File: src/hdl/srhm_pkg.sv
// Shared types, constants and codes for the sample rate health monitor.
package srhm_pkg;

   localparam int GAP_W      = 20;
   localparam int MIN_GAPS   = 4;
   localparam int REQ_DATA_W = 64;
   localparam int RSP_DATA_W = 128;
   localparam int CSR_IDX_W  = 3;
   localparam int CSR_DATA_W = 32;
   localparam int MUL_W      = 32;
   localparam int PROD_W     = 2 * MUL_W;

   localparam logic [GAP_W-1:0] GAP_MAX  = 20'hFFFFF;
   localparam logic [19:0]      US_PER_S = 20'd1000000;

   localparam logic [CSR_IDX_W-1:0] CSR_DEGRADED_RATE = 3'd0;
   localparam logic [CSR_IDX_W-1:0] CSR_NOMINAL_RATE  = 3'd1;
   localparam logic [CSR_IDX_W-1:0] CSR_EXCLUSIVE_CV  = 3'd2;
   localparam logic [CSR_IDX_W-1:0] CSR_CONTESTED_CV  = 3'd3;
   localparam logic [CSR_IDX_W-1:0] CSR_WARMUP        = 3'd4;

   localparam logic [19:0] DEGRADED_RATE_RESET = 20'd500;
   localparam logic [19:0] NOMINAL_RATE_RESET  = 20'd900;
   localparam logic [15:0] EXCLUSIVE_CV_RESET  = 16'd3277;
   localparam logic [15:0] CONTESTED_CV_RESET  = 16'd19661;
   localparam logic [31:0] WARMUP_RESET        = 32'd1000;

   localparam logic [1:0] RATE_DISCONNECTED = 2'd0;
   localparam logic [1:0] RATE_DEGRADED     = 2'd1;
   localparam logic [1:0] RATE_NOMINAL      = 2'd2;

   localparam logic [1:0] HOST_UNKNOWN   = 2'd0;
   localparam logic [1:0] HOST_EXCLUSIVE = 2'd1;
   localparam logic [1:0] HOST_CONTESTED = 2'd2;

   typedef struct packed {
      logic [19:0] degraded_rate_hz;
      logic [19:0] nominal_rate_hz;
      logic [15:0] exclusive_cv_q16;
      logic [15:0] contested_cv_q16;
      logic [31:0] warmup_needed;
   } cfg_type;

   typedef enum logic [4:0] {
      ST_IDLE,
      ST_RING,
      ST_OLDSQ,
      ST_GAPSQ,
      ST_QADD,
      ST_SSQ,
      ST_NQLO,
      ST_NQHI,
      ST_NQACC,
      ST_DEG,
      ST_NOM,
      ST_EXLO,
      ST_EXHI,
      ST_EXCMP,
      ST_CTLO,
      ST_CTHI,
      ST_CTCMP,
      ST_FIN
   } state_type;

   typedef enum logic [3:0] {
      MUL_OLD_SQ,
      MUL_GAP_SQ,
      MUL_SUM_SQ,
      MUL_NQ_LO,
      MUL_NQ_HI,
      MUL_DEG,
      MUL_NOM,
      MUL_EXC_SQ,
      MUL_CON_SQ,
      MUL_C2_SLO,
      MUL_C2_SHI
   } mul_sel_type;

   typedef struct packed {
      logic        take;
      logic        ring_rw;
      logic        sum_upd;
      logic        qsum_sub;
      logic        qsum_add;
      mul_sel_type mul_sel;
      logic        s2_ld;
      logic        nq_ld;
      logic        nq_acc;
      logic        spread_ld;
      logic        deg_ld;
      logic        nom_ld;
      logic        c2_ld;
      logic        rlo_ld;
      logic        excl_ld;
      logic        cont_ld;
      logic        finish;
   } cmd_type;

   typedef struct packed {
      logic prev_zero;
      logic enough;
   } status_type;

endpackage

File: src/hdl/srhm_csr.sv
// Configuration registers of the sample rate health monitor.
module srhm_csr import srhm_pkg::*; (
   input  logic                  clock,
   input  logic                  reset,
   input  logic                  csr_we,
   input  logic [CSR_IDX_W-1:0]  csr_index,
   input  logic [CSR_DATA_W-1:0] csr_wdata,
   output cfg_type               cfg
);

   cfg_type cfg_ff;
   cfg_type cfg_in;

   always_comb begin
      cfg_in = cfg_ff;
      if (csr_we) begin
         unique case (csr_index)
            CSR_DEGRADED_RATE: cfg_in.degraded_rate_hz = csr_wdata[19:0];
            CSR_NOMINAL_RATE:  cfg_in.nominal_rate_hz  = csr_wdata[19:0];
            CSR_EXCLUSIVE_CV:  cfg_in.exclusive_cv_q16 = csr_wdata[15:0];
            CSR_CONTESTED_CV:  cfg_in.contested_cv_q16 = csr_wdata[15:0];
            CSR_WARMUP:        cfg_in.warmup_needed    = csr_wdata;
            default: ;
         endcase
      end
   end

   always_ff @(posedge clock) begin
      if (reset) begin
         cfg_ff.degraded_rate_hz <= DEGRADED_RATE_RESET;
         cfg_ff.nominal_rate_hz  <= NOMINAL_RATE_RESET;
         cfg_ff.exclusive_cv_q16 <= EXCLUSIVE_CV_RESET;
         cfg_ff.contested_cv_q16 <= CONTESTED_CV_RESET;
         cfg_ff.warmup_needed    <= WARMUP_RESET;
      end else begin
         cfg_ff <= cfg_in;
      end
   end

   assign cfg = cfg_ff;

endmodule

File: config.mk
export PLATFORM = sky130hd
export DESIGN_NAME = srhm_csr
export DESIGN_NICKNAME = d
export VERILOG_FILES = /design/src/hdl/srhm_pkg.sv /design/src/hdl/srhm_csr.sv
export SDC_FILE = /design/constraint.sdc
export NUM_CORES = 1
export LEC_CHECK = 0
export BUFFER_PORTS_ARGS = -buffer_cell sky130_fd_sc_hd__buf_2
export CAP_MARGIN = 30
export CORE_AREA = 2 2 108 110
export DETAILED_ROUTE_END_ITERATION = 10
export DIE_AREA = 0 0 110 112
export GPL_TIMING_DRIVEN = 0
export PLACE_DENSITY = 0.63
export SLEW_MARGIN = 20
export SYNTH_ARGS = -nofsm -noshare
export SYNTH_HDL_FRONTEND = slang
export SYNTH_SLANG_ARGS = --single-unit
export TNS_END_PERCENT = 30
File: constraint.sdc
create_clock -name clock -period 2.52 [get_ports clock]
set_input_delay 0.63 -clock clock [delete_from_list [all_inputs] [get_ports clock]]
set_output_delay 0.63 -clock clock [all_outputs]
set_load 0.005 [all_outputs]
* Word level (Yosys, flattened, before mapping)
Cells that the tools add are included.
** Word-level totals
- Flip-flop bits (word level) :: 104
- Input bits :: 38
- Output and inout bits :: 104
- Word-level logic and storage cells :: 15
** Cells by class
- Equal/unequal tests :: 4
- Reductions and logical operators :: 6
** Operators by type and width (number)
- $reduce_and 2->1 :: 5
- $eq 3x2->1 const B :: 2
- $eq 3x1->1 const B :: 1
- $eq 3x3->1 const B :: 1
- $logic_not 3->1 :: 1

* Longest topological paths before layout
- Depth in word-level cells :: 2
- Mapped depth :: 5
- Gate-level depth less buffers :: 2

* Worst setup path before layout
OpenSTA, ideal clock, no wires.
- Path type :: in2reg
- Start point :: in csr_index[0]
- End point :: reg cfg_ff, in the netlist cfg[96]
- Library setup time :: 0.122 ns
- Arrival time :: 1.435 ns
- Data required time :: 2.398 ns
- Path slack :: 0.963 ns
- Cell stages on the path :: 3
- Path through :: or4b_4 -> buf_6 -> mux2i_1
** On the way
- Longest elaborated chain between the ends :: 2
** RTL lines
- start: declaration :: line srhm_csr.sv:6 : input logic [CSR_IDX_W-1:0] csr_index,
- $logic_not 3->1 :: line srhm_csr.sv:17 : unique case (csr_index)
- $reduce_and 2->1 (no line)
- end signal: assignment :: line srhm_csr.sv:36 : cfg_ff <= cfg_in;
- end: declaration :: line srhm_csr.sv:11 : cfg_type cfg_ff;
Every way passes these cells.
A chain may end at the register's enable or synchronous reset.

==> results.cfg <==
[outcome]
status = finished, final reports clean

[synthesis]
synthAdderAreaFrac_pct = 0
synthMuxAreaShare_pct = 24.88
synth-compound-area-share_pct = 0
syn-mean-instance-area_sq_um = 10.65
yosys.area_share.simple_pct = 21.86
yosysTopAreaCell = dfxtp_1
syn-cell-area_sq_mm = 0.004184
syn_nets = 431
synth_top_family_by_area = multiplexers
synth_cell_types = 13
ys_ff_latch = 104
synth_xor_area_share_pct = 0
yosysSeqAreaShare_pct = 49.76
ys_warn_count = 0
yosysTopAreaCellShare_pct = 49.76
netlist_instances = 393
synthTopCellsByArea = dfxtp_1 50%, mux2i_1 25%, nand2b_1 16%

[floorplanning]
die-area_sq_mm = 0.01232
ios = 142
row_count = 39
start_util_pct = 37.44
die_height_um = 112
die_w_um = 110
core_area_sq_mm = 0.01117

[sta]
drv_slew = 0
fin_skew_ps = 0
tns_ps = 0
tightestPinTransition_ps = 607.1
max_freq_ghz = 0.6120
maxSlewHeadroom_pct = 59.53
hold_viol = 0
rsz0062_at_grt = false
fin_crit_sh_pct = 64.84
holdWs_ps = 472.9
post-route-min-period_ps = 1634
setup_viol = 0

[setup_path]
path_max_fanout = 10
cpPeakStageDelay_ps = 500
crit_top_cell = buf_2
required_ps = 2790
path_cells = buf_2 > clkbuf_1 > buf_2 > nor2_1 > mux2i_1
worstSetupEndpointType = flop
worstSetupPathType = input port to flop
crit_path_start_kind = input port
critPathSlowestCell = clkbuf_1
arrival_ps = 1910

[pwr]
power_frac_comb_pct = 7.6
swShare_pct = 22.28
power.internal_mw = 2.736
power_mw = 3.521
ir_drop_mv = 0.3084
p_sw_mw = 0.7845
pwr-share-clk_pct = 44.2
p_seq_share_pct = 48.2
p_leak_nw = 2.638
p_per_area_mw_per_mm2 = 651.8

[routing]
final_antenna_net_count = 0
drt_iter0_markers = 108
vias = 3275
wl_per_cell_um = 16.44
wl_um = 11370
firstDrtPassIters = 4
vias_per_cell = 4.733
drc = 0

[clocking]
hold_buffers = 0
clk_pin_slew_ps = 70
cts.sinks = 104
root_buffer = clkbuf_16
cts_tree = yes
cts_htree_levels = 3
numCtsBuffers = 9
clock_path_buffers = 2
insertion_delay_ps = 340
postCtsSetupBuffers = 0
cts_resized = 0

[cells_and_area]
largest_register_ffs = 104
final_layout_size_suffix_gt1_share_pct = 32.24
antenna_cells = 0
final_cell_mix = 152 x buf_2, 104 x mux2i_1, 104 x nand2b_1, 104 x dfxtp_1, 43 x nor2_1
final_nets = 582
final_common_cell = buf_2
area_growth_pct = 29.10

[global_routing]
overflow = 0
track_usage_pct = 19.03
grt_max_degree = 18
antenna_found_initial = 0
grt_pass1_vias = 3391
grt_pass1_wl_um = 17760

[worst_hold_path]
min_path_type = flop to flop

[placement]
gp_congestion = 0.7094
port_buffers = 140
place_hpwl_um = 8225

[run]
cap_violations = 0
[synth_stat cells]
library cell	instances
dfxtp_1	104
mux2i_1	104
nand2b_1	104
nor2_1	43
buf_2	12
clkbuf_1	12
buf_4	4
and4bb_2	3
nand4bb_1	3
buf_6	1
nand4b_1	1
nor4b_1	1
or4b_4	1
[layer usage]
| metal | track usage [%] | vias to the layer above | routed length (um) | part of all wire [%] |
|---|---|---|---|---|
| met2 | 30.51 | 116 | 5076 | 45 |
| met3 | 5.504 | 15 | 974 | 8.6 |
| li1 | - | 1596 | - | - |
| met5 | 0 | - | 0 | 0 |
| met1 | 24.14 | 1548 | 5124 | 45 |
| met4 | 6.835 | 0 | 199 | 1.7 |
[power by group through the flow]
| stage | clock [mW] | combinational [mW] | sequential (mW) |
|---|---|---|---|
| finish | 1.56 | 0.266 | 1.70 |
| global route | 1.66 | 0.293 | 1.70 |
| CTS | 1.59 | 0.270 | 1.70 |
| detailed placement | 0 | 0.269 | 1.74 |
| global placement | 0 | 0.265 | 1.73 |
| floorplan | 0 | 0.142 | 1.74 |
[metrics by stage]
step	util (%)	worst slack, ps	instances	area (sq um)
final	48.34	885.9	692	5401
after global routing	48.34	739.0	692	5401
after CTS	48.34	883.6	692	5401
after detailed placement	45.31	518.5	676	5064
after global placement	45.31	597.5	676	5064
after floorplan	-	963.0	393	4184
[layout make-up]
cell class	count	area, sq um
repair buffers	140	700.7
flip-flops and latches	104	2082
plain buffers	29	146.4
clock buffers	11	252.7
multi-input cells	260	1956
clock inverters	5	85.08
fillers	1112	5773
well taps	143	178.9
[final timing paths]
kind / slack (ps) / startpoint / cells past startpoint / endpoint
worst max-delay path: 890 / reset / 5 / cfg[32]
worst min-delay path: 470 / cfg[69] / 2 / cfg[69]
worst max register to register: 1890 / cfg[32] / 2 / cfg[32]
worst min register to register: 470 / cfg[69] / 2 / cfg[69]
[cell families after synthesis]
kind of cell | after synthesis
simple gates | 156
buf+inv | 29
mux | 104
flops | 104
[worst max-delay path, delay by kind of cell]
family	cells	cell delay, ps
buf+inv	3	1050
mux	1	150
simple gates	1	80
(Power assumes the default switching activity.)
