--- src/hdl/srhm_pkg.sv ---
// Shared types, constants and codes for the sample rate health monitor.
package srhm_pkg;

   localparam int GAP_W      = 20;
   localparam int MIN_GAPS   = 4;
   localparam int REQ_DATA_W = 64;
   localparam int RSP_DATA_W = 128;
   localparam int CSR_IDX_W  = 3;
   localparam int CSR_DATA_W = 32;
   localparam int MUL_W      = 32;
   localparam int PROD_W     = 2 * MUL_W;

   localparam logic [GAP_W-1:0] GAP_MAX  = 20'hFFFFF;
   localparam logic [19:0]      US_PER_S = 20'd1000000;

   localparam logic [CSR_IDX_W-1:0] CSR_DEGRADED_RATE = 3'd0;
   localparam logic [CSR_IDX_W-1:0] CSR_NOMINAL_RATE  = 3'd1;
   localparam logic [CSR_IDX_W-1:0] CSR_EXCLUSIVE_CV  = 3'd2;
   localparam logic [CSR_IDX_W-1:0] CSR_CONTESTED_CV  = 3'd3;
   localparam logic [CSR_IDX_W-1:0] CSR_WARMUP        = 3'd4;

   localparam logic [19:0] DEGRADED_RATE_RESET = 20'd500;
   localparam logic [19:0] NOMINAL_RATE_RESET  = 20'd900;
   localparam logic [15:0] EXCLUSIVE_CV_RESET  = 16'd3277;
   localparam logic [15:0] CONTESTED_CV_RESET  = 16'd19661;
   localparam logic [31:0] WARMUP_RESET        = 32'd1000;

   localparam logic [1:0] RATE_DISCONNECTED = 2'd0;
   localparam logic [1:0] RATE_DEGRADED     = 2'd1;
   localparam logic [1:0] RATE_NOMINAL      = 2'd2;

   localparam logic [1:0] HOST_UNKNOWN   = 2'd0;
   localparam logic [1:0] HOST_EXCLUSIVE = 2'd1;
   localparam logic [1:0] HOST_CONTESTED = 2'd2;

   typedef struct packed {
      logic [19:0] degraded_rate_hz;
      logic [19:0] nominal_rate_hz;
      logic [15:0] exclusive_cv_q16;
      logic [15:0] contested_cv_q16;
      logic [31:0] warmup_needed;
   } cfg_type;

   typedef enum logic [4:0] {
      ST_IDLE,
      ST_RING,
      ST_OLDSQ,
      ST_GAPSQ,
      ST_QADD,
      ST_SSQ,
      ST_NQLO,
      ST_NQHI,
      ST_NQACC,
      ST_DEG,
      ST_NOM,
      ST_EXLO,
      ST_EXHI,
      ST_EXCMP,
      ST_CTLO,
      ST_CTHI,
      ST_CTCMP,
      ST_FIN
   } state_type;

   typedef enum logic [3:0] {
      MUL_OLD_SQ,
      MUL_GAP_SQ,
      MUL_SUM_SQ,
      MUL_NQ_LO,
      MUL_NQ_HI,
      MUL_DEG,
      MUL_NOM,
      MUL_EXC_SQ,
      MUL_CON_SQ,
      MUL_C2_SLO,
      MUL_C2_SHI
   } mul_sel_type;

   typedef struct packed {
      logic        take;
      logic        ring_rw;
      logic        sum_upd;
      logic        qsum_sub;
      logic        qsum_add;
      mul_sel_type mul_sel;
      logic        s2_ld;
      logic        nq_ld;
      logic        nq_acc;
      logic        spread_ld;
      logic        deg_ld;
      logic        nom_ld;
      logic        c2_ld;
      logic        rlo_ld;
      logic        excl_ld;
      logic        cont_ld;
      logic        finish;
   } cmd_type;

   typedef struct packed {
      logic prev_zero;
      logic enough;
   } status_type;

endpackage

--- src/hdl/srhm_ctrl.sv ---
// Sequencing controller of the sample rate health monitor.
module srhm_ctrl import srhm_pkg::*; (
   input  logic       clock,
   input  logic       reset,
   input  logic       req_tvalid,
   output logic       req_tready,
   output logic       rsp_tvalid,
   input  logic       rsp_tready,
   input  status_type status,
   output cmd_type    cmd
);

   state_type state_ff;
   state_type state_in;
   logic      rsp_valid_ff;
   logic      rsp_valid_in;

   always_ff @(posedge clock) begin
      if (reset) begin
         state_ff     <= ST_IDLE;
         rsp_valid_ff <= 1'b0;
      end else begin
         state_ff     <= state_in;
         rsp_valid_ff <= rsp_valid_in;
      end
   end

   always_comb begin
      cmd        = '0;
      req_tready = 1'b0;
      state_in   = state_ff;
      unique case (state_ff)
         ST_IDLE: begin
            req_tready = 1'b1;
            if (req_tvalid) begin
               cmd.take = 1'b1;
               if (!status.prev_zero) begin
                  state_in = ST_RING;
               end
            end
         end
         ST_RING: begin
            cmd.ring_rw = 1'b1;
            state_in    = ST_OLDSQ;
         end
         ST_OLDSQ: begin
            cmd.mul_sel = MUL_OLD_SQ;
            cmd.sum_upd = 1'b1;
            state_in    = ST_GAPSQ;
         end
         ST_GAPSQ: begin
            cmd.mul_sel  = MUL_GAP_SQ;
            cmd.qsum_sub = 1'b1;
            state_in     = ST_QADD;
         end
         ST_QADD: begin
            cmd.qsum_add = 1'b1;
            state_in     = ST_SSQ;
         end
         ST_SSQ: begin
            cmd.mul_sel = MUL_SUM_SQ;
            state_in    = status.enough ? ST_NQLO : ST_IDLE;
         end
         ST_NQLO: begin
            cmd.s2_ld   = 1'b1;
            cmd.mul_sel = MUL_NQ_LO;
            state_in    = ST_NQHI;
         end
         ST_NQHI: begin
            cmd.nq_ld   = 1'b1;
            cmd.mul_sel = MUL_NQ_HI;
            state_in    = ST_NQACC;
         end
         ST_NQACC: begin
            cmd.nq_acc  = 1'b1;
            cmd.mul_sel = MUL_DEG;
            state_in    = ST_DEG;
         end
         ST_DEG: begin
            cmd.spread_ld = 1'b1;
            cmd.deg_ld    = 1'b1;
            cmd.mul_sel   = MUL_NOM;
            state_in      = ST_NOM;
         end
         ST_NOM: begin
            cmd.nom_ld  = 1'b1;
            cmd.mul_sel = MUL_EXC_SQ;
            state_in    = ST_EXLO;
         end
         ST_EXLO: begin
            cmd.c2_ld   = 1'b1;
            cmd.mul_sel = MUL_C2_SLO;
            state_in    = ST_EXHI;
         end
         ST_EXHI: begin
            cmd.rlo_ld  = 1'b1;
            cmd.mul_sel = MUL_C2_SHI;
            state_in    = ST_EXCMP;
         end
         ST_EXCMP: begin
            cmd.excl_ld = 1'b1;
            cmd.mul_sel = MUL_CON_SQ;
            state_in    = ST_CTLO;
         end
         ST_CTLO: begin
            cmd.c2_ld   = 1'b1;
            cmd.mul_sel = MUL_C2_SLO;
            state_in    = ST_CTHI;
         end
         ST_CTHI: begin
            cmd.rlo_ld  = 1'b1;
            cmd.mul_sel = MUL_C2_SHI;
            state_in    = ST_CTCMP;
         end
         ST_CTCMP: begin
            cmd.cont_ld = 1'b1;
            state_in    = ST_FIN;
         end
         ST_FIN: begin
            if (!rsp_valid_ff || rsp_tready) begin
               cmd.finish = 1'b1;
               state_in   = ST_IDLE;
            end
         end
         default: begin
            state_in = ST_IDLE;
         end
      endcase
   end

   assign rsp_valid_in = cmd.finish | (rsp_valid_ff & ~rsp_tready);
   assign rsp_tvalid   = rsp_valid_ff;

   a_finish_no_overwrite: assert property (@(posedge clock) disable iff (reset)
      cmd.finish |-> (!rsp_valid_ff || rsp_tready))
      else $error("result register loaded while an earlier result was still pending");

   a_first_sample_idle: assert property (@(posedge clock) disable iff (reset)
      (req_tvalid && req_tready && status.prev_zero) |=> state_ff == ST_IDLE)
      else $error("first sample after a zero time did not return to idle");

   a_rsp_from_finish: assert property (@(posedge clock) disable iff (reset)
      $rose(rsp_tvalid) |-> $past(state_ff) == ST_FIN)
      else $error("result became valid outside the finish step");

endmodule

--- config.mk ---
export PLATFORM = sky130hd
export DESIGN_NAME = srhm_ctrl
export DESIGN_NICKNAME = d
export VERILOG_FILES = /design/src/hdl/srhm_pkg.sv /design/src/hdl/srhm_ctrl.sv
export SDC_FILE = /design/constraint.sdc
export NUM_CORES = 1
export LEC_CHECK = 0
export ABC_AREA = 1
export BUFFER_PORTS_ARGS = -buffer_cell sky130_fd_sc_hd__buf_2
export CELL_PAD_IN_SITES_DETAIL_PLACEMENT = 0
export CELL_PAD_IN_SITES_GLOBAL_PLACEMENT = 1
export CORE_ASPECT_RATIO = 1.4
export CORE_UTILIZATION = 28
export CTS_CLUSTER_DIAMETER = 100
export DETAILED_ROUTE_END_ITERATION = 10
export MAX_ROUTING_LAYER = met4
export PLACE_DENSITY_LB_ADDON = 0.08
export SYNTH_ARGS = -nofsm -noshare
export SYNTH_HDL_FRONTEND = slang
export SYNTH_SLANG_ARGS = --single-unit
--- constraint.sdc ---
create_clock -name clock -period 2.5 [get_ports clock]
set_clock_uncertainty 0.2 [all_clocks]
set_input_delay 0 -clock clock [delete_from_list [all_inputs] [get_ports clock]]
set_output_delay 0 -clock clock [all_outputs]
set_load 0.01 [all_outputs]
**Word-level counts from Yosys, hierarchy flattened**

Cells that the tools add are included.
W data, S select, Z words.

- Equal/unequal tests: 20
- Muxes and demuxes: 24
- Bitwise gates (word level): 3
- Reductions and logical operators: 6

Operator list:

| cell | count |
|---|---|
| $pmux W5 S18 | 1 |
| $eq A5 B4 Y1 const B | 8 |
| $pmux W4 S10 | 1 |
| $eq A5 B3 Y1 const B | 4 |
| $mux W1 | 17 |
| $mux W5 | 3 |
| $eq A5 B2 Y1 const B | 2 |
| $eq A5 B5 Y1 const B | 2 |
| $ne A2 B2 Y1 const B | 3 |
| $eq A5 B1 Y1 const B | 1 |
| $logic_not A5 Y1 | 1 |
| $reduce_or A2 Y1 | 2 |
| $mux W3 | 1 |
| $reduce_and A3 Y1 | 1 |
| $mux W2 | 1 |
| $and A1 B1 Y1 | 1 |
| $logic_not A1 Y1 | 1 |
| $logic_or A1 B1 Y1 | 1 |
| $not A1 Y1 | 1 |
| $or A1 B1 Y1 | 1 |

- Register bits: 6

**Depth between registers and ports, before layout**

Gate-level depths: netlist of run 1.

- Depth after elaboration: 5
- Depth in mapped cells: 9
- Depth with buffers taken out: 9

**Least setup slack after synthesis of run 1**

Ideal clock, no wire load.

- Path kind: register to register
- From: register state_ff[1]
- To: register state_ff[3]
- Setup time: 0.112 ns
- Data arrival time: 0.972 ns
- Required time: 2.188 ns
- Slack: 1.216 ns
- Cell stages (with the launch flop): 8
- Buffers on the path: 0
- Clock period less this slack: 1.284 ns
- Path through: dfxtp_1 -> nand2_1 -> nand2_1 -> inv_1 -> nand2_1 -> o211ai_2 -> nor2_1 -> nor2_1

- Word-level cells in the longest chain between the ends: 3
- Elaborated cells between the ends (all ways): 23
- Those cells by class: 20 x eq/ne; 1 x mux; 2 x reduce/logical

Ends and longest elaborated chain:

| item | line | source |
|---|---|---|
| from (decl) | srhm_ctrl.sv:13 | `state_type state_ff;` |
| from (signal assigned) | srhm_ctrl.sv:23 | `state_ff <= state_in;` |
| $eq A5 B5 Y1 or $logic_not A5 Y1 (tied branches) | srhm_ctrl.sv:32 | `unique case (state_ff)` |
| $ne A2 B2 Y1 (no source line) | -- |  |
| $reduce_and A3 Y1 (no source line) | -- |  |

Several ways; a longest one is shown, not always the timed one.
A chain may end at the register's enable or synchronous reset.

==> results of run 1 <==
## worst min-delay path, cell delays in order
cell and delay, ps:
buf_2 80, inv_1 40, nor2_1 80, nor2_1 60, nor2_1 80, nand2_1 50
inv_1 40
## metrics by stage
stage | hold slack, ps | cells | cell area [µm²] | util
finish | 6.34 | 157 | 757 | 0.425
global route | 121 | 157 | 757 | 0.425
CTS | 7.15 | 157 | 757 | 0.425
detailed placement | 57.5 | 150 | 694 | 0.390
global placement | 52.6 | 150 | 694 | 0.390
floorplan | -131 | 104 | 542 | -
## power breakdown
group / switching (mW) / internal (mW) / leakage [nW]
sequential: 0.0201 / 0.113 / 0.0488
clock: 0.0348 / 0.0543 / 0.0138
combinational: 0.181 / 0.0968 / 0.475
total: 0.236 / 0.264 / 0.537
## registers in the layout, indices dropped and copies added (netlist names)
name,count
rsp_tvalid,1
state_ff,5
## final cells by class
type	instances	share of cell area
multi-input cells	72	0.423
well taps	20	0.0331
flip-flops and latches	6	0.159
clock buffers	3	0.0298
repair buffers	31	0.231
inverters	25	0.124
## cells by family after synthesis
logic type,after synthesis,share of synthesized area
simple gates,66,0.522
flops,6,0.222
compound gates,6,0.0693
buf+inv,26,0.187
## placed cells by master, fill, tap and decap left out, drive strengths merged, types with 2 or more instances in the layout
| cell | instances |
|---|---|
| a21oi | 3 |
| buf | 27 |
| clkbuf | 3 |
| dfxtp | 6 |
| dlygate4sd3 | 4 |
| inv | 25 |
| nand2 | 19 |
| nand3 | 10 |
| nand4 | 2 |
| nor2 | 31 |
| o21ai | 2 |
## worst paths after layout
path | cells past startpoint | slack [ps] | end | startpoint
max reg2reg | 4 | 760 | rsp_tvalid | state_ff[2]
max | 6 | 740 | cmd[11] | state_ff[4]
min | 7 | 6 | state_ff[0] | req_tvalid
min reg2reg | 4 | 520 | state_ff[1] | state_ff[3]
## layer usage
metal  up-vias  GRT usage  part of all wire
met5         -          -                 0
met4         0     0.0690            0.0088
met3         2     0.0124             0.032
met2        16      0.328              0.55
met1       315      0.176              0.41
li1        380          -                 -
==> results.yml, run 1 <==
die:
  coreArea_um2: 1780
  die_area_um2: 2120
  die_x_um: 39.2
  die_h_um: 54.0
  ios: 28
  rows: 18
  initial_core_util: 0.305
detailed_routing:
  ant_nets: 0
  firstDrtPassIters: 4
  drt_wl_total_um: 1590
  via_count: 713
  viasPerCell: 4.54
  drtIter0Drc: 10
  post_drt_wl_per_cell_um: 10.1
  drc_errors: 0
critical_path:
  crit_required_ps: 2300
  crit_path_max_incr_delay_ps: 450
  critPathSlowestCell: "dfxtp_1"
  critPathArrivalTime_ps: 1560
  cp-start-kind: "register"
  crit_buf_inv: 3
  crit_chain: "inv_2 > nand3_1 > inv_1 > a21oi_1 > nand4_1 > buf_2"
  crit_type: "register to primary output"
  crit_fanout: 10
  path_delay_family: "flip-flops"
  end_kind: "primary output"
synth:
  synth_warnings: 0
  synth_area_leader_cell: "dfxtp_1"
  ys_types: 17
  syn-instance-count: 104
  synth.cell_area_um2: 542
  syn-num-nets: 110
  syn_area_per_cell_um2: 5.21
  synth-main-ff-cell: "dfxtp_1"
  synthArstFlopShare: 0
  synth_area_leaders: "dfxtp_1 (22%), nor2_1 (19%), inv_1 (15%), nand2_1 (13%), nand3_1 (9.2%)"
  synth_edf_count: 0
  yosysTopAreaCellShare: 0.222
  synth-seq-cells: 6
  yosys-top-cells-count: "nor2_1 (28), inv_1 (22), nand2_1 (19), nand3_1 (10), dfxtp_1 (6)"
  yosysMostFrequentCell: "nor2_1"
  seq_area_frac_synth: 0.222
finish:
  nets: 145
  num_antenna_cells: 0
  syn2layout_area_growth_pct: 39.7
  drive_above_1_share: 0.277
  nFillCells: 205
  multi_input_area_um2: 320
  register_area_um2: 120
clocking:
  cts_sinks: 6
  clkTransAtPathRegs_ps: 50
  cts_tree: "built"
  cts_root_buffer: "clkbuf_4"
  cts_setup_buffers: 0
  cts_hold_buf: 4
  cts_made_buffers: 3
  cts.repair.resized: 0
  htreeDepth: 1
  clock_latency_ps: 240
  clockBufferDepth: 2
outcome:
  status: "finished, final reports clean"
sta:
  finalSetupViolCount: 0
  fin_setup_tns_ps: 0
  max_slew_margin: 0.801
  rsz0062_at_grt: "false"
  worstMarginPinSlew_ps: 297
  hold_violations: 0
  min_period_ps: 1760
  layout_setup_ws_ps: 744
  period_share: 0.702
  clock.fmax_mhz: 570
  drv_slew: 0
place:
  post-dp-hpwl_um: 1330
  port_buffers: 27
  gp_congestion: 0.821
  dp_slack_ps: 979
run:
  drv_cap: 0
power_and_ir_drop:
  p_total_mw: 0.500
  power.density_nw_per_um2: 661
  p_leak_nw: 0.537
  peakVddDrop_uv: 329
min_path:
  hold_path.class: "input pin to register"
global_route:
  grt_usage: 0.173
  grt_pass1_wl_um: 2500
  grt_max_degree: 11
  antenna_found_initial: 0
  grt_overflow: 0
  grt_pass1_vias: 674
Note: power is estimated with default switching activity, not from simulation.
==> run 2: changes to the inputs <==
Settings changed: CORE_UTILIZATION 28 to 26.
Clock period 2.5 ns to 1.8 ns, I/O delays scaled along.
==> run 2 against run 1 <==
Effect of this change:
- global-route usage grew 0.22 points
- clock-buffer cell count did not move
- cell count rose by 0.64%
- die area rose by 7.4%
- sequential cell count stayed put
- hold slack gained 17 ps
- register-to-register slack worse by 660 ps
- design area increased by 0.33%
- wire length rose by 1.8%
- total power grew 39%
- combinational power increased by 42%
- critical endpoint is now rsp_tvalid
==> results.yml, run 2 (same netlist as run 1, synthesis figures left out) <==
outcome:
  status: "finished, final reports clean"
finish:
  fin_cells: 158
  largest_reg_flops: 5
  final_cell_mix: "nor2_1 (28), buf_2 (27), inv_1 (22), nand2_1 (19), nand3_1 (10)"
  final_common_cell: "nor2_1"
  syn2layout_area_growth_pct: 40.2
  nFillCells: 243
  register_area_um2: 121
  top_register: "state_ff"
  multi_input_area_um2: 320
  nets: 145
  fin_area_um2: 759
  num_antenna_cells: 0
  drive_above_1_share: 0.285
sta:
  period_share: 0.947
  finalSetupViolCount: 0
  rsz0062_at_grt: "true"
  fin_setup_tns_ps: 0
  whs_ps: 23.8
  worstMarginPinSlew_ps: 374
  clock.fmax_mhz: 587
  max_slew_margin: 0.750
  hold_violations: 0
  min_period_ps: 1700
  drv_slew: 0
place:
  place_area_um2: 696
  post-dp-hpwl_um: 1370
  port_buffers: 27
  gp_congestion: 0.754
  dp_cells: 151
critical_path:
  crit_required_ps: 1780
  critPathSlowestCell: "dlygate4sd3_1"
  crit_path_max_incr_delay_ps: 540
  r2r_slack_ps: 100
  crit_type: "register to register"
  critPathArrivalTime_ps: 1690
  end_kind: "register"
  cp-start-kind: "register"
  crit_chain: "nor2_2 > nand3_1 > a21oi_1 > dlygate4sd3_1"
  crit_fanout: 7
die:
  die_h_um: 56.0
  coreArea_um2: 1970
  die_area_um2: 2270
  rows: 19
  die_x_um: 40.6
  ios: 28
  initial_core_util: 0.275
clocking:
  clkTransAtPathRegs_ps: 40
  clock_latency_ps: 240
  clockBufferDepth: 2
  cts_setup_buffers: 0
  cts_sinks: 6
  cts_made_buffers: 3
  htreeDepth: 1
  cts_root_buffer: "clkbuf_4"
  cts_tree: "built"
global_route:
  antenna_found_initial: 0
  grt_pass1_wl_um: 2710
  grt_usage: 0.175
  grt_pass1_vias: 693
  grt_overflow: 0
  grt_max_degree: 11
detailed_routing:
  firstDrtPassIters: 2
  viasPerCell: 4.46
  drtIter0Drc: 2
  drt_wl_total_um: 1620
  via_count: 704
  post_drt_wl_per_cell_um: 10.3
  ant_nets: 0
  drc_errors: 0
power_and_ir_drop:
  peakVddDrop_uv: 407
  power.density_nw_per_um2: 918
  p_total_mw: 0.697
  p_leak_nw: 0.538
min_path:
  hold_path.class: "input pin to register"
run:
  drv_cap: 0
-- run 2: cell types whose count changed in the layout (fill, tap and decap cells not counted) --
cell and change:
dfxtp_1 -1, dfxtp_2 +1
-- run 2: worst paths after layout --
path / start / end / cells past startpoint
max reg2reg: state_ff[2] / rsp_tvalid / 4
min reg2reg: state_ff[4] / state_ff[1] / 3
min: rsp_tready / state_ff[4] / 5
max: state_ff[2] / rsp_tvalid / 4
-- run 2: per-stage QoR --
| stage | worst slack (ps) | utilization |
|---|---|---|
| 2_1_floorplan | 516 | - |
| 3_3_place_gp | 312 | 0.353 |
| 3_5_place_dp | 343 | 0.353 |
| 4_1_cts | 103 | 0.384 |
| 5_1_grt | -10.3 | 0.385 |
| 6_report | 95.2 | 0.385 |
-- run 2: report_power, final --
part | leakage (nW) | switching (mW) | internal (mW)
sequential | 0.0493 | 0.0262 | 0.158
clock | 0.0138 | 0.0442 | 0.0751
combinational | 0.475 | 0.259 | 0.135
total | 0.538 | 0.330 | 0.367
-- run 2: layout make-up --
type	instances	area share
multi-input cells	72	0.422
repair buffers	31	0.231
clock buffers	3	0.0297
well taps	21	0.0346
flip-flops and latches	6	0.160
inverters	25	0.124
-- run 2: worst max-delay path: cells and delay by family, from the launching register on --
kind | cells | cell delay [ps]
AO/OA/AOI/OAI | 1 | 140
buffers and inverters | 1 | 540
AND/OR/NAND/NOR | 2 | 390
flip-flops | 1 | 380
-- run 2: per-layer routing --
| layer | share of wire | track usage |
|---|---|---|
| met4 | 0.015 | 0.0857 |
| met5 | 0 | - |
| met2 | 0.55 | 0.304 |
| met3 | 0.028 | 0.0120 |
| met1 | 0.41 | 0.182 |
-- run 2: repair_timing --
action / in CTS / in global routing
setup endpoints to repair: 0 / 2
endpoints found under the hold margin: 6 / 0
resized for setup: 0 / 1
hold buffers: 4 / 0
==> run 3: changes to the inputs <==
Settings changed: CELL_PAD_IN_SITES_DETAIL_PLACEMENT 0 to not set, CELL_PAD_IN_SITES_GLOBAL_PLACEMENT 1 to not set, CORE_AREA set to 2 2 39 41, CORE_ASPECT_RATIO 1.4 to not set, CORE_UTILIZATION 26 to not set, DIE_AREA set to 0 0 41 43, SLEW_MARGIN set to 0.
==> run 3 against run 2 <==
Effect of this change:
- fmax down 0.27%
- critical path depth unchanged
- hold slack worse by 18 ps
- largest power group unchanged
- highest routed layer unchanged
==> results.yml, run 3 (same netlist as run 1, synthesis figures left out) <==
global_route:
  grt_pass1_wl_um: 2380
  grt_pass1_vias: 645
  grt_max_degree: 11
  grt_overflow: 0
  grt_usage: 0.202
  antenna_found_initial: 0
place:
  port_buffers: 27
  gp_congestion: 0.811
  post-dp-hpwl_um: 1200
sta:
  rsz0062_at_grt: "true"
  finalSetupViolCount: 0
  hold_violations: 0
  clock.fmax_mhz: 585
  max_slew_margin: 0.788
  worstMarginPinSlew_ps: 316
  min_period_ps: 1710
  drv_slew: 0
  fin_setup_tns_ps: 0
  period_share: 0.950
critical_path:
  critPathArrivalTime_ps: 1690
  cp.depth: 4
  crit_chain: "nor2_2 > nand3_1 > a21oi_1 > dlygate4sd3_1"
  path_delay_family: "buffers and inverters"
  critPathSlowestCell: "dlygate4sd3_1"
  end_kind: "register"
  crit_required_ps: 1780
  crit_fanout: 7
  crit_path_max_incr_delay_ps: 550
  r2r_cells: 4
  crit_type: "register to register"
  crit_buf_inv: 1
  cp-start-kind: "register"
clocking:
  cts_setup_buffers: 0
  clkTransAtPathRegs_ps: 40
  htreeDepth: 1
  clock_latency_ps: 240
  clockBufferDepth: 2
  cts_root_buffer: "clkbuf_4"
  cts_tree: "built"
  cts_made_buffers: 3
  cts_sinks: 6
power_and_ir_drop:
  clkPwrFrac: 0.173
  switchingPower_mw: 0.327
  peakVddDrop_uv: 700
  pwr-share-comb: 0.559
  p_total_mw: 0.696
  p_leak_nw: 0.538
  p_sw_frac: 0.470
  power.density_nw_per_um2: 922
  power.internal_mw: 0.368
  p_seq_frac: 0.268
finish:
  drive_above_1_share: 0.292
  top_register: "state_ff"
  syn2layout_area_growth_pct: 39.3
  nets: 145
  final_common_cell: "nor2_1"
  post-route-util: 0.545
  nFillCells: 168
  final_cell_mix: "nor2_1 (28), buf_2 (27), inv_1 (22), nand2_1 (19), nand3_1 (10)"
  largest_reg_flops: 5
  num_antenna_cells: 0
die:
  die_area_um2: 1760
  coreArea_um2: 1380
  ios: 28
  initial_core_util: 0.392
  die_x_um: 41
  rows: 14
  die_h_um: 43
min_path:
  hold_depth: 7
  hold_path.class: "input pin to register"
detailed_routing:
  highest_layer: "met4"
  firstDrtPassIters: 4
  viasPerCell: 4.80
  drt-met1-wl_um: 615
  met3WireLength_um: 107
  drc_errors: 0
  drt_wl_total_um: 1480
  via_count: 735
  drtIter0Drc: 25
  ant_nets: 0
  routed-wl-met2_um: 751
  post_drt_wl_per_cell_um: 9.67
run:
  drv_cap: 0
outcome:
  status: "finished, final reports clean"
==> run 3: cell types whose count changed in the layout (fill, tap and decap cells not counted) <==
| cell | change |
|---|---|
| dfxtp_1 | -1 |
| dfxtp_2 | +1 |
==> run 3: final cells by class <==
cell class	instances	area, µm²	share of cell area
Tap cell	16	20.0	0.0265
Inverter	25	93.8	0.124
Sequential cell	6	123	0.163
Multi-Input combinational cell	72	320	0.425
Clock buffer	3	22.5	0.0299
Timing Repair Buffer	31	175	0.232
==> run 3: path summary, 6_finish.rpt <==
check,end,from,slack [ps]
setup reg to reg,rsp_tvalid,state_ff[3],90
hold reg to reg,state_ff[1],state_ff[4],480
hold / removal,state_ff[0],req_tvalid,6
setup / recovery,rsp_tvalid,state_ff[3],90
==> run 3: stage by stage <==
step | cells | setup slack, ps | hold WS [ps] | instance area, µm²
6_report | 153 | 90.5 | 6.23 | 754
5_1_grt | 153 | -19.5 | 64.8 | 754
4_1_cts | 153 | 86.6 | 5.77 | 752
3_5_place_dp | 146 | 360 | 52.6 | 689
3_3_place_gp | 146 | 345 | 53.6 | 689
2_1_floorplan | 104 | 516 | -131 | 542
==> run 3: per-layer routing <==
layer,GRT usage,up-vias
met1,0.223,324
met4,0.0667,0
li1,-,384
met2,0.325,25
met5,-,-
met3,0.0681,2
==> run 3: timing repair <==
| item | CTS | global route |
|---|---|---|
| hold buffers | 4 | 0 |
| hold endpoints to repair | 6 | 0 |
| gates resized for setup | 0 | 2 |
| setup endpoints to repair | 0 | 3 |
==> run 3: power groups by stage <==
| stage | combinational, mW | sequential, mW | clock [mW] |
|---|---|---|---|
| detailed placement | 0.380 | 0.187 | 0 |
| global route | 0.437 | 0.191 | 0.137 |
| CTS | 0.389 | 0.185 | 0.123 |
| global placement | 0.383 | 0.188 | 0 |
| finish | 0.389 | 0.186 | 0.120 |
| floorplan | 0.269 | 0.181 | 0 |
==> run 3: worst min-delay path: cells and delay by family <==
family | cells | cell delay (ps)
simple gates | 4 | 270
buf+inv | 3 | 150
